[config.mk]
export PLATFORM = sky130hd
export DESIGN_NAME = utf16_to_utf8_transcoder
export DESIGN_NICKNAME = d
export VERILOG_FILES = /design/src/hw/rtl/u16u8_pkg.sv /design/src/hw/rtl/u16u8_front.sv /design/src/hw/rtl/u16u8_queue.sv /design/src/hw/rtl/u16u8_back.sv /design/src/hw/rtl/utf16_to_utf8_transcoder.sv
export SDC_FILE = /design/constraint.sdc
export NUM_CORES = 1
export LEC_CHECK = 0
export BUFFER_PORTS_ARGS = -buffer_cell sky130_fd_sc_hd__clkbuf_2
export CORE_ASPECT_RATIO = 0.7
export CORE_MARGIN = 3
export CORE_UTILIZATION = 30
export CTS_CLUSTER_SIZE = 40
export DETAILED_ROUTE_END_ITERATION = 10
export SYNTH_ARGS = -nofsm -noshare
export SYNTH_HDL_FRONTEND = slang
export SYNTH_SLANG_ARGS = --single-unit
[constraint.sdc]
create_clock -name clk -period 6.5 [get_ports clk]
set_input_delay 0.975 -clock clk [delete_from_list [all_inputs] [get_ports clk]]
set_output_delay 0.975 -clock clk [all_outputs]
set_load 0.02 [all_outputs]
[src/hw/rtl/u16u8_pkg.sv]
// Shared types and constants for the UTF-16 to UTF-8 transcoder.
// Depends on nothing; used by every module of the block.
`default_nettype none

package u16u8_pkg;

  // One input item: a UTF-16 code unit and the end-of-string flag
  typedef struct packed {
    logic [15:0] code_unit;
    logic        string_last;
  } in_data_t;

  // One result item: a UTF-8 byte with its run and string markers
  typedef struct packed {
    logic [7:0] out_byte;
    logic       run_last;
    logic       string_done;
  } out_data_t;

  // All bytes caused by one input unit, oldest in bytes[0]
  typedef struct packed {
    logic [3:0][7:0] bytes;
    logic [2:0]      cnt;
    logic            str_last;
  } run_t;

  localparam logic [5:0] HIGH_SURR_TAG = 6'b110110;
  localparam logic [5:0] LOW_SURR_TAG  = 6'b110111;
  localparam logic [7:0] QMARK         = 8'h3F;
  localparam logic [7:0] LEAD2         = 8'hC0;
  localparam logic [7:0] LEAD3         = 8'hE0;
  localparam logic [7:0] LEAD4         = 8'hF0;
  localparam logic [7:0] CONT          = 8'h80;
  localparam logic [15:0] MAX1         = 16'h007F;
  localparam logic [15:0] MAX2         = 16'h07FF;
  localparam logic [20:0] SUPP_BASE    = 21'h10000;

endpackage

`default_nettype wire

[src/hw/rtl/u16u8_front.sv]
// Front end: accepts code units, tracks the held high surrogate and
// encodes each unit into a run of 0 to 4 bytes. Depends on u16u8_pkg.
`default_nettype none

module u16u8_front (
  input  wire logic                 clk,
  input  wire logic                 rst_n,
  input  wire logic                 in_push,
  input  wire u16u8_pkg::in_data_t  in_data,
  input  wire logic                 q_full,
  output logic                      in_full,
  output logic                      run_push,
  output u16u8_pkg::run_t           run_data
);

  logic        pend_r, pend_nxt;
  logic [9:0]  held_r, held_nxt;
  logic        accept;
  logic        is_high, is_low, is_pair, is_hold;
  logic [15:0] unit;
  logic [20:0] cp;
  logic [3:0][7:0] e;
  logic [2:0]  ne;

  assign unit    = in_data.code_unit;
  assign in_full = q_full;
  assign accept  = in_push && !q_full;
  assign is_high = (unit[15:10] == u16u8_pkg::HIGH_SURR_TAG);
  assign is_low  = (unit[15:10] == u16u8_pkg::LOW_SURR_TAG);
  assign is_pair = pend_r && is_low;
  assign is_hold = !is_pair && is_high && !in_data.string_last;
  assign cp      = u16u8_pkg::SUPP_BASE + {1'b0, held_r, unit[9:0]};

  // Encoding of the unit on its own
  always_comb begin
    e  = '0;
    ne = 3'd0;
    if (is_hold) begin
      ne = 3'd0;
    end else if (is_low) begin
      e[0] = u16u8_pkg::QMARK;
      ne   = 3'd1;
    end else if (unit <= u16u8_pkg::MAX1) begin
      e[0] = unit[7:0];
      ne   = 3'd1;
    end else if (unit <= u16u8_pkg::MAX2) begin
      e[0] = u16u8_pkg::LEAD2 | {3'b000, unit[10:6]};
      e[1] = u16u8_pkg::CONT | {2'b00, unit[5:0]};
      ne   = 3'd2;
    end else begin
      e[0] = u16u8_pkg::LEAD3 | {4'b0000, unit[15:12]};
      e[1] = u16u8_pkg::CONT | {2'b00, unit[11:6]};
      e[2] = u16u8_pkg::CONT | {2'b00, unit[5:0]};
      ne   = 3'd3;
    end
  end

  always_comb begin
    run_data          = '0;
    run_data.str_last = in_data.string_last;
    if (is_pair) begin
      run_data.bytes[0] = u16u8_pkg::LEAD4 | {5'b00000, cp[20:18]};
      run_data.bytes[1] = u16u8_pkg::CONT | {2'b00, cp[17:12]};
      run_data.bytes[2] = u16u8_pkg::CONT | {2'b00, cp[11:6]};
      run_data.bytes[3] = u16u8_pkg::CONT | {2'b00, cp[5:0]};
      run_data.cnt      = 3'd4;
    end else if (pend_r) begin
      // broken pair: '?' for the held unit, then this unit's own bytes
      run_data.bytes[0] = u16u8_pkg::QMARK;
      run_data.bytes[1] = e[0];
      run_data.bytes[2] = e[1];
      run_data.bytes[3] = e[2];
      run_data.cnt      = ne + 3'd1;
    end else begin
      run_data.bytes = e;
      run_data.cnt   = ne;
    end
  end

  assign run_push = accept && (run_data.cnt != 3'd0);

  always_comb begin
    pend_nxt = pend_r;
    held_nxt = held_r;
    if (accept) begin
      pend_nxt = is_hold;
      held_nxt = is_hold ? unit[9:0] : 10'd0;
    end
  end

  always_ff @(posedge clk) begin
    if (!rst_n) begin
      pend_r <= 1'b0;
      held_r <= 10'd0;
    end else begin
      pend_r <= pend_nxt;
      held_r <= held_nxt;
    end
  end

`ifndef SYNTHESIS
  a_hold_sets_pend: assert property (@(posedge clk) disable iff (!rst_n)
    accept && is_hold |=> pend_r)
    else $error("high surrogate not held");
  a_last_clears_pend: assert property (@(posedge clk) disable iff (!rst_n)
    accept && in_data.string_last |=> !pend_r)
    else $error("surrogate held past end of string");
  a_hold_no_run: assert property (@(posedge clk) disable iff (!rst_n)
    accept && is_hold && !pend_r |-> !run_push)
    else $error("held unit produced bytes");
`endif

endmodule

`default_nettype wire

[src/hw/rtl/u16u8_queue.sv]
// Short queue of encoded byte runs between the front and back ends.
// Depends on u16u8_pkg for the run type.
`default_nettype none

module u16u8_queue #(
  parameter int DEPTH = 2
) (
  input  wire logic            clk,
  input  wire logic            rst_n,
  input  wire logic            push,
  input  wire u16u8_pkg::run_t push_data,
  input  wire logic            pop,
  output logic                 full,
  output logic                 empty,
  output u16u8_pkg::run_t      head
);

  localparam int PW = (DEPTH > 1) ? $clog2(DEPTH) : 1;
  localparam int CW = $clog2(DEPTH + 1);
  localparam logic [PW-1:0] LAST_PTR = PW'(DEPTH - 1);
  localparam logic [CW-1:0] DEPTH_CNT = CW'(DEPTH);

  u16u8_pkg::run_t mem_r [DEPTH];
  logic [PW-1:0] wr_ptr_r, wr_ptr_nxt, rd_ptr_r, rd_ptr_nxt;
  logic [CW-1:0] cnt_r, cnt_nxt;
  logic          do_push, do_pop;

  assign full    = (cnt_r == DEPTH_CNT);
  assign empty   = (cnt_r == '0);
  assign do_push = push && !full;
  assign do_pop  = pop && !empty;
  assign head    = mem_r[rd_ptr_r];

  always_comb begin
    wr_ptr_nxt = wr_ptr_r;
    rd_ptr_nxt = rd_ptr_r;
    cnt_nxt    = cnt_r;
    if (do_push) begin
      wr_ptr_nxt = (wr_ptr_r == LAST_PTR) ? '0 : wr_ptr_r + 1'b1;
    end
    if (do_pop) begin
      rd_ptr_nxt = (rd_ptr_r == LAST_PTR) ? '0 : rd_ptr_r + 1'b1;
    end
    if (do_push && !do_pop) begin
      cnt_nxt = cnt_r + 1'b1;
    end else if (do_pop && !do_push) begin
      cnt_nxt = cnt_r - 1'b1;
    end
  end

  always_ff @(posedge clk) begin
    if (!rst_n) begin
      wr_ptr_r <= '0;
      rd_ptr_r <= '0;
      cnt_r    <= '0;
    end else begin
      wr_ptr_r <= wr_ptr_nxt;
      rd_ptr_r <= rd_ptr_nxt;
      cnt_r    <= cnt_nxt;
    end
  end

  always_ff @(posedge clk) begin
    if (do_push) begin
      mem_r[wr_ptr_r] <= push_data;
    end
  end

`ifndef SYNTHESIS
  a_cnt_bound: assert property (@(posedge clk) disable iff (!rst_n)
    cnt_r <= DEPTH_CNT)
    else $error("queue count overflow");
  a_ptr_match: assert property (@(posedge clk) disable iff (!rst_n)
    (empty || full) |-> (wr_ptr_r == rd_ptr_r))
    else $error("queue pointers disagree with count");
  a_no_empty_run: assert property (@(posedge clk) disable iff (!rst_n)
    !empty |-> (head.cnt != 3'd0) && (head.cnt <= 3'd4))
    else $error("queued run has bad length");
`endif

endmodule

`default_nettype wire

[src/hw/rtl/u16u8_back.sv]
// Back end: walks each queued run byte by byte into the output register.
// Depends on u16u8_pkg.
`default_nettype none

module u16u8_back (
  input  wire logic                  clk,
  input  wire logic                  rst_n,
  input  wire logic                  q_empty,
  input  wire u16u8_pkg::run_t       q_head,
  output logic                       q_pop,
  input  wire logic                  out_pop,
  output logic                       out_empty,
  output u16u8_pkg::out_data_t       out_data
);

  logic                  valid_r, valid_nxt;
  logic [1:0]            idx_r, idx_nxt;
  u16u8_pkg::out_data_t  data_r, data_nxt;
  logic                  load, last_byte;

  assign load      = !q_empty && (!valid_r || out_pop);
  assign last_byte = ({1'b0, idx_r} == (q_head.cnt - 3'd1));
  assign q_pop     = load && last_byte;
  assign out_empty = !valid_r;
  assign out_data  = data_r;

  always_comb begin
    valid_nxt = valid_r;
    idx_nxt   = idx_r;
    data_nxt  = data_r;
    if (load) begin
      valid_nxt            = 1'b1;
      idx_nxt              = last_byte ? 2'd0 : idx_r + 2'd1;
      data_nxt.out_byte    = q_head.bytes[idx_r];
      data_nxt.run_last    = last_byte;
      data_nxt.string_done = last_byte && q_head.str_last;
    end else if (out_pop) begin
      valid_nxt = 1'b0;
    end
  end

  always_ff @(posedge clk) begin
    if (!rst_n) begin
      valid_r <= 1'b0;
      idx_r   <= 2'd0;
    end else begin
      valid_r <= valid_nxt;
      idx_r   <= idx_nxt;
    end
  end

  always_ff @(posedge clk) begin
    data_r <= data_nxt;
  end

`ifndef SYNTHESIS
  a_idx_in_run: assert property (@(posedge clk) disable iff (!rst_n)
    (idx_r != 2'd0) |-> !q_empty && ({1'b0, idx_r} < q_head.cnt))
    else $error("byte index outside current run");
  a_done_on_run_end: assert property (@(posedge clk) disable iff (!rst_n)
    valid_r && data_r.string_done |-> data_r.run_last)
    else $error("string end not on a run end");
  a_pop_resets_idx: assert property (@(posedge clk) disable iff (!rst_n)
    q_pop |=> (idx_r == 2'd0))
    else $error("byte index not rewound after run");
`endif

endmodule

`default_nettype wire

[src/hw/rtl/utf16_to_utf8_transcoder.sv]
// UTF-16 to UTF-8 transcoder, top level.
// Input channel: in_push / in_full with in_data (code_unit, string_last);
// a unit transfers on a clock edge with in_push high and in_full low.
// Result channel: out_empty / out_pop with out_data (out_byte, run_last,
// string_done); the oldest byte shows while out_empty is low and transfers
// on an edge with out_pop high.
// Each unit gives 0 to 4 bytes: a held high surrogate gives none until its
// partner arrives, then the pair gives four. run_last marks the last byte
// of each run, string_done the last byte of the string.
// A unit's bytes pass through the run queue and then the output register.
// Throughput: one byte per cycle out while out_pop stays high, so one unit per
// cycle for ASCII; an n-byte run holds the byte serializer until its n bytes are
// out, and the run queue (QDEPTH entries) lets input continue until it fills.
// A stall on out_pop holds the output byte; the queue fills and then
// in_full rises. rst_n (synchronous, active low) empties the queue, drops
// the output byte and forgets any held surrogate.
// Depends on u16u8_pkg, u16u8_front, u16u8_queue, u16u8_back.
`default_nettype none

module utf16_to_utf8_transcoder #(
  parameter int QDEPTH = 2
) (
  input  wire logic                  clk,
  input  wire logic                  rst_n,
  input  wire logic                  in_push,
  output logic                       in_full,
  input  wire u16u8_pkg::in_data_t   in_data,
  output logic                       out_empty,
  input  wire logic                  out_pop,
  output u16u8_pkg::out_data_t       out_data
);

  logic            run_push, q_full, q_empty, q_pop;
  u16u8_pkg::run_t run_data, q_head;

  u16u8_front u_front (
    .clk      (clk),
    .rst_n    (rst_n),
    .in_push  (in_push),
    .in_data  (in_data),
    .q_full   (q_full),
    .in_full  (in_full),
    .run_push (run_push),
    .run_data (run_data)
  );

  u16u8_queue #(
    .DEPTH (QDEPTH)
  ) u_queue (
    .clk       (clk),
    .rst_n     (rst_n),
    .push      (run_push),
    .push_data (run_data),
    .pop       (q_pop),
    .full      (q_full),
    .empty     (q_empty),
    .head      (q_head)
  );

  u16u8_back u_back (
    .clk       (clk),
    .rst_n     (rst_n),
    .q_empty   (q_empty),
    .q_head    (q_head),
    .q_pop     (q_pop),
    .out_pop   (out_pop),
    .out_empty (out_empty),
    .out_data  (out_data)
  );

endmodule

`default_nettype wire
* Word-level counts from Yosys, hierarchy flattened
Memory sizes are Yosys's and may differ from the RTL's. A register that Yosys moved wholly into a read port is not among the register bits.
Cells that the tools add are included.
** Storage, ports and cells
- Flip-flop bits (word level) :: 28
- RAM bits :: 72
- Input port bits :: 21
- Output and inout bits :: 12
- Logic and storage cells :: 77
- Memories kept :: 1
** Memory list
- u_queue.mem_r :: depth 2, bits a word 36, rd ports 1, clocked after Yosys merged registers in 1, write ports 1, line u16u8_queue.sv:23 : u16u8_pkg::run_t mem_r [DEPTH];
** Cells by class
- Add/subtract/negate cells :: 8
- $lt $le $gt $ge :: 3
- Equal/unequal tests :: 4
- Muxes and demuxes :: 27
- Reductions and logical operators :: 24
** Operators with widths (count)
- 35-bit 2-to-1 mux :: 2
- 16-bit 2-to-1 mux :: 2
- 8-bit 2-to-1 mux :: 4
- 24-bit 2-to-1 mux :: 1
- 17-bit by 20-bit adder with 21-bit output, first input constant :: 1
- 8-bit binary-select mux with 2-bit select :: 1
- 16-bit by 11-bit less-or-equal comparator with 1-bit output, second input constant :: 1
- 16-bit by 7-bit less-or-equal comparator with 1-bit output, second input constant :: 1
- 14-bit 2-to-1 mux :: 1
- 6-bit == test, second input constant :: 2
- 1-bit logical AND :: 12
- 10-bit 2-to-1 mux :: 1
- 1-bit 2-to-1 mux :: 9
- 3-bit 2-to-1 mux :: 3
- 1-bit logical NOT :: 7
- 2-bit 2-to-1 mux :: 3
- 2-bit by 1-bit adder with 2-bit output, second input constant :: 2
- 2-bit nonzero test :: 2
- 3-bit by 1-bit adder with 3-bit output, second input constant :: 1
- 2-bit by 3-bit == test with 1-bit output :: 1
- 2-bit by 3-bit < comparator with 1-bit output, second input constant :: 1
- 3-bit nonzero test :: 1
- 3-bit by 1-bit subtractor with 3-bit output, second input constant :: 1
- 1-bit adder, second input constant :: 2
- other kinds (4) :: 4

* Logic depth before layout (Yosys ltp)
- Word-level depth :: 16
- Gate-level depth with buffers :: 15
- Gate-level depth less buffers :: 13

* Cells and area by module
Synthesis repeated with hierarchy kept, for this count alone.
** Unflattened totals
- Cell total of the unflattened synthesis :: 363
- Area, all modules :: 4988.5 sq um
** By module, submodules not included
- u16u8_queue :: instances 1, cells an instance 137, area each 2829.0 sq um, seq. area each 2262.2 sq um
- u16u8_front :: instances 1, cells an instance 183, area each 1458.9 sq um, seq. area each 220.2 sq um
- u16u8_back :: instances 1, cells an instance 43, area each 700.7 sq um, seq. area each 360.3 sq um

* Worst setup path before layout
No wires, ideal clock.
- Path kind :: input to register
- From :: in in_data[15] (netlist name)
- To :: mem u_queue.mem_r[1][0] (netlist name) (enable)
- Library setup time :: 475 ps
- Arrival :: 5161 ps
- Required time :: 6025 ps
- Path slack :: 864 ps
- Cell stages on the path :: 11
- Path buffers :: 2
- Cells stage by stage :: buf_2 -> nor3_2 -> buf_2 -> and3_4 -> a21oi_2 -> or2_2 -> ha_1 -> a311o_1 -> a22o_1 -> a21oi_1 -> nor3b_1
** Between the ends
- Cells in the longest elaborated chain, start to end :: 14
- Elaborated cells between the ends (all ways) :: 20
- Classes of those cells :: 1 x add/sub; 2 x order compare; 2 x eq/ne; 8 x mux; 7 x reduce/logical
** RTL lines
- from (decl) :: line utf16_to_utf8_transcoder.sv:27 : input wire u16u8_pkg::in_data_t in_data,
- branches (longest 8 deep; another with 16-bit by 11-bit less-or-equal comparator with 1-bit output)
- 35-bit 2-to-1 mux * :: line u16u8_front.sv:61 : if (is_pair) begin
- 3-bit nonzero test * :: line u16u8_front.sv:80 : assign run_push = accept && (run_data.cnt != 3'd0);
- 1-bit logical AND * :: line u16u8_front.sv:80
- 1-bit logical AND * :: line u16u8_queue.sv:30 : assign do_push = push && !full;
- 1-bit 2-to-1 mux * :: line u16u8_queue.sv:64 : if (do_push) begin
- 1-bit 2-to-1 mux (not written as such) * :: line u16u8_queue.sv:65 : mem_r[wr_ptr_r] <= push_data;
- to (decl) :: line u16u8_queue.sv:23
Every way passes the cells marked *.

* Worst setup path in the final report
- From :: in in_data[15] (netlist name)
- To :: mem u_queue.mem_r[1][2] (netlist name) (enable)
The elaborated chain is that of the path after synthesis.

==> flow_summary.ini <==
[critical_path]
cp.arrival_ns = 4.46
worstPathCellList = clkbuf_2 > nor3_2 > nand3_1 > nand2_2 > inv_1 > ha_1 > a311o_1 > a22o_1 > a21oi_1 > nor3b_2 > buf_4
critical_path_buf_inv_count = 3
r2r-end = u_queue.mem_r[1][2]
crit_fanout = 24
reg2reg_depth = 7
crit_required_ns = 6.52
worstSetupEndpointType = flip-flop
cp-start-kind = input pin
max_stage_delay_ns = 0.78
timing.rr.start = u_front.pend_r
rrSetupSlack_ns = 3.24
critPathKind = input pin to flip-flop
crit_slowest_cell = nor3b_2
worstSetupPathDepth = 11
crit_family = simple AND/OR/NAND/NOR gates
worstSetupStartpoint = in_data[15]
crit_path_end = u_queue.mem_r[1][2]

[drt]
routed.top_layer = met4
drtAntennaViolNets = 0
post_drt_wl_per_cell_um = 20.4
via_per_inst = 5.32
finalWirelength_um = 11800
drt-met1-wl_um = 5880
dr_wl_met3_um = 766
drt-pass1-iter-count = 5
via_count = 3078
wl_met2_um = 5000
drc = 0
drt_iter0_markers = 346

[grt]
grt_pass1_wl_um = 18200
antenna_found_initial = 0
grt_max_degree = 27
grt_use_total = 0.144
grt_overflow = 0
grt_pass1_vias = 3062

[clocking]
cts_sinks = 97
cts-buffers-inserted = 9
postCtsSetupBuffers = 0
cts_resized = 0
clk_latency_ns = 0.35
htree_levels = 3
clock_path_buffers = 2
clk_pin_slew_ns = 0.07
postCtsHoldBufs = 0
cts_tree = done
clockRootBuffer = clkbuf_16

[final_layout]
area_growth_pct = 14.1
multi_input_area_sq_um = 1770
final_nets = 404
antenna_cells = 0
final.fill_count = 1443
drive_gt1_frac = 0.234
seqCellArea_sq_um = 2720

[timing]
setup_viol = 0
tightest_slew_ns = 1.04
tns_ns = 0
fin_skew_ns = 0.00607
holdWs_ns = 0.546
clock.fmax_ghz = 0.225
hold_viol_final = 0
slew_headroom = 0.308
slew_violations = 0
rsz0062_at_grt = no
post-route-period-util = 0.683
post-route-min-period_ns = 4.44

[synthesis]
ys.flop_type = edfxtp_1
synthArstFlopShare = 0
avgSynthCellArea_sq_um = 13.1
ys_seq_elements = 97
yosys_warnings = 0
synth_cell_types = 61
ys_seq_area_frac = 0.591
synthCells = 351
syn-cell-area_sq_um = 4610
synth_fp_nets = 376
synth_edf_count = 78

[place]
io_buffers = 32
dp_hpwl_um = 8330
gp_congestion = 0.919

[floorplan]
die_w_um = 154
die-height_um = 110
start_util = 0.310
coreArea_sq_um = 14900
rows = 37
io_pins = 33
fp.dieArea_sq_um = 16900

[pwr]
leakage_nw = 1.78
total_power_mw = 1.81
p_per_area_nw_per_um2 = 344
max-vdd-ir-drop_mv = 0.128

[job]
maxCapViolations = 0

[run_status]
status = complete, no violations

[hold_path]
holdPathStages = 2
hold_path.class = flip-flop to flip-flop
==> cells in the final DEF (no fill, tap or decap), types with 11 or more instances in the layout <==
cell type,count
edfxtp_1,78
clkbuf_2,32
nand2_1,23
dfxtp_1,19
nor2_1,17
nor2b_1,16
mux4_2,15
a21oi_1,13
nand3_1,12
o21ai_0,12
a22oi_1,11
==> power breakdown <==
part           leakage (nW)  internal (mW)  switching [mW]
Combinational         0.780          0.167           0.246
Clock                 0.141          0.267           0.239
Sequential            0.856          0.825          0.0637
==> logic make-up (layout without fill, tap and decap cells) <==
group                    Yosys count  after routing  share of synthesized area
AO/OA/AOI/OAI                     77             77                      0.116
XOR/XNOR                           8              8                     0.0152
adder cells (fa/ha/maj)            4              4                     0.0109
buffers and inverters             30             63                     0.0293
flip-flops                        97             97                      0.591
multiplexers                      30             30                      0.108
AND/OR/NAND/NOR                  105            105                      0.130
==> worst min-delay path by stage <==
stage	from	end	slack, ns
after floorplan	u_queue.cnt_r[1]	u_queue.cnt_r[1]	0.49
after global placement	u_queue.cnt_r[1]	u_queue.cnt_r[1]	0.52
after detailed placement	u_front.held_r[0]	u_front.held_r[0]	0.54
after CTS	u_front.held_r[0]	u_front.held_r[0]	0.55
after global routing	u_front.held_r[3]	u_front.held_r[3]	0.58
final	u_queue.cnt_r[1]	u_queue.cnt_r[1]	0.55
==> sequential cells by signal, summed over array words and instances (netlist names), named ones only <==
register and flops:
u_front.held_r 10, u_queue.mem_r 68, u_queue.wr_ptr_r 1, u_back.valid_r 1, u_back.idx_r 2, u_back.out_data 10
u_queue.rd_ptr_r 1, u_front.pend_r 1, u_queue.cnt_r 2
==> metrics by stage <==
stage / utilization / setup WS [ns] / area (sq um) / cells
final: 0.354 / 2.06 / 5260 / 579
after global routing: 0.354 / 1.76 / 5260 / 579
after CTS: 0.354 / 2.10 / 5260 / 579
after detailed placement: 0.335 / 1.74 / 4970 / 563
after global placement: 0.335 / 1.79 / 4970 / 563
after floorplan: - / 0.864 / 4610 / 351
==> worst reg2reg max path, delay by kind of cell (launching register included) <==
family                 cells  cell delay (ns)
and+or+nand+nor            2             0.98
DFF                        1             0.30
buffers and inverters      3             1.21
AOI/OAI and AO/OA          2             0.44
==> synth_stat cells (2+ instances only) <==
master | number | area (sq um)
edfxtp_1 | 78 | 2340
nand2_1 | 23 | 86.3
dfxtp_1 | 19 | 380
nor2_1 | 17 | 63.8
nor2b_1 | 16 | 100
mux4_2 | 15 | 338
a21oi_1 | 13 | 65.1
nand3_1 | 12 | 60.1
o21ai_0 | 12 | 60.1
a22oi_1 | 11 | 82.6
clkbuf_1 | 10 | 37.5
a31oi_1 | 9 | 56.3
and2_1 | 9 | 56.3
buf_2 | 9 | 45.0
inv_1 | 9 | 33.8
mux2i_1 | 8 | 80.1
mux2_2 | 7 | 78.8
a22o_1 | 6 | 52.6
nor3_1 | 5 | 25.0
ha_1 | 4 | 50.1
nand4_1 | 4 | 25.0
xnor2_1 | 4 | 35.0
xor2_1 | 4 | 35.0
a21boi_0 | 3 | 22.5
a21o_1 | 2 | 15.0
a2bb2oi_1 | 2 | 17.5
nand4b_1 | 2 | 17.5
nor3b_1 | 2 | 15.0
nor4_4 | 2 | 42.5
o21a_1 | 2 | 15.0
or2_2 | 2 | 12.5
==> metal layers <==
layer | GRT usage | vias to the layer above
met4 | 0.0384 | 0
met3 | 0.0334 | 19
met2 | 0.211 | 117
met1 | 0.213 | 1527
li1 | - | 1415
met5 | 0 | -
==> layout make-up <==
type                       instances  area share
clock buffer                       9      0.0428
clock inverter                     7      0.0117
inverter                           9     0.00643
multi-input combinational        224       0.336
sequential                        97       0.518
tap                              195      0.0464
timing repair buffer              38      0.0390
No activity file was read; power rests on OpenSTA's default activity.
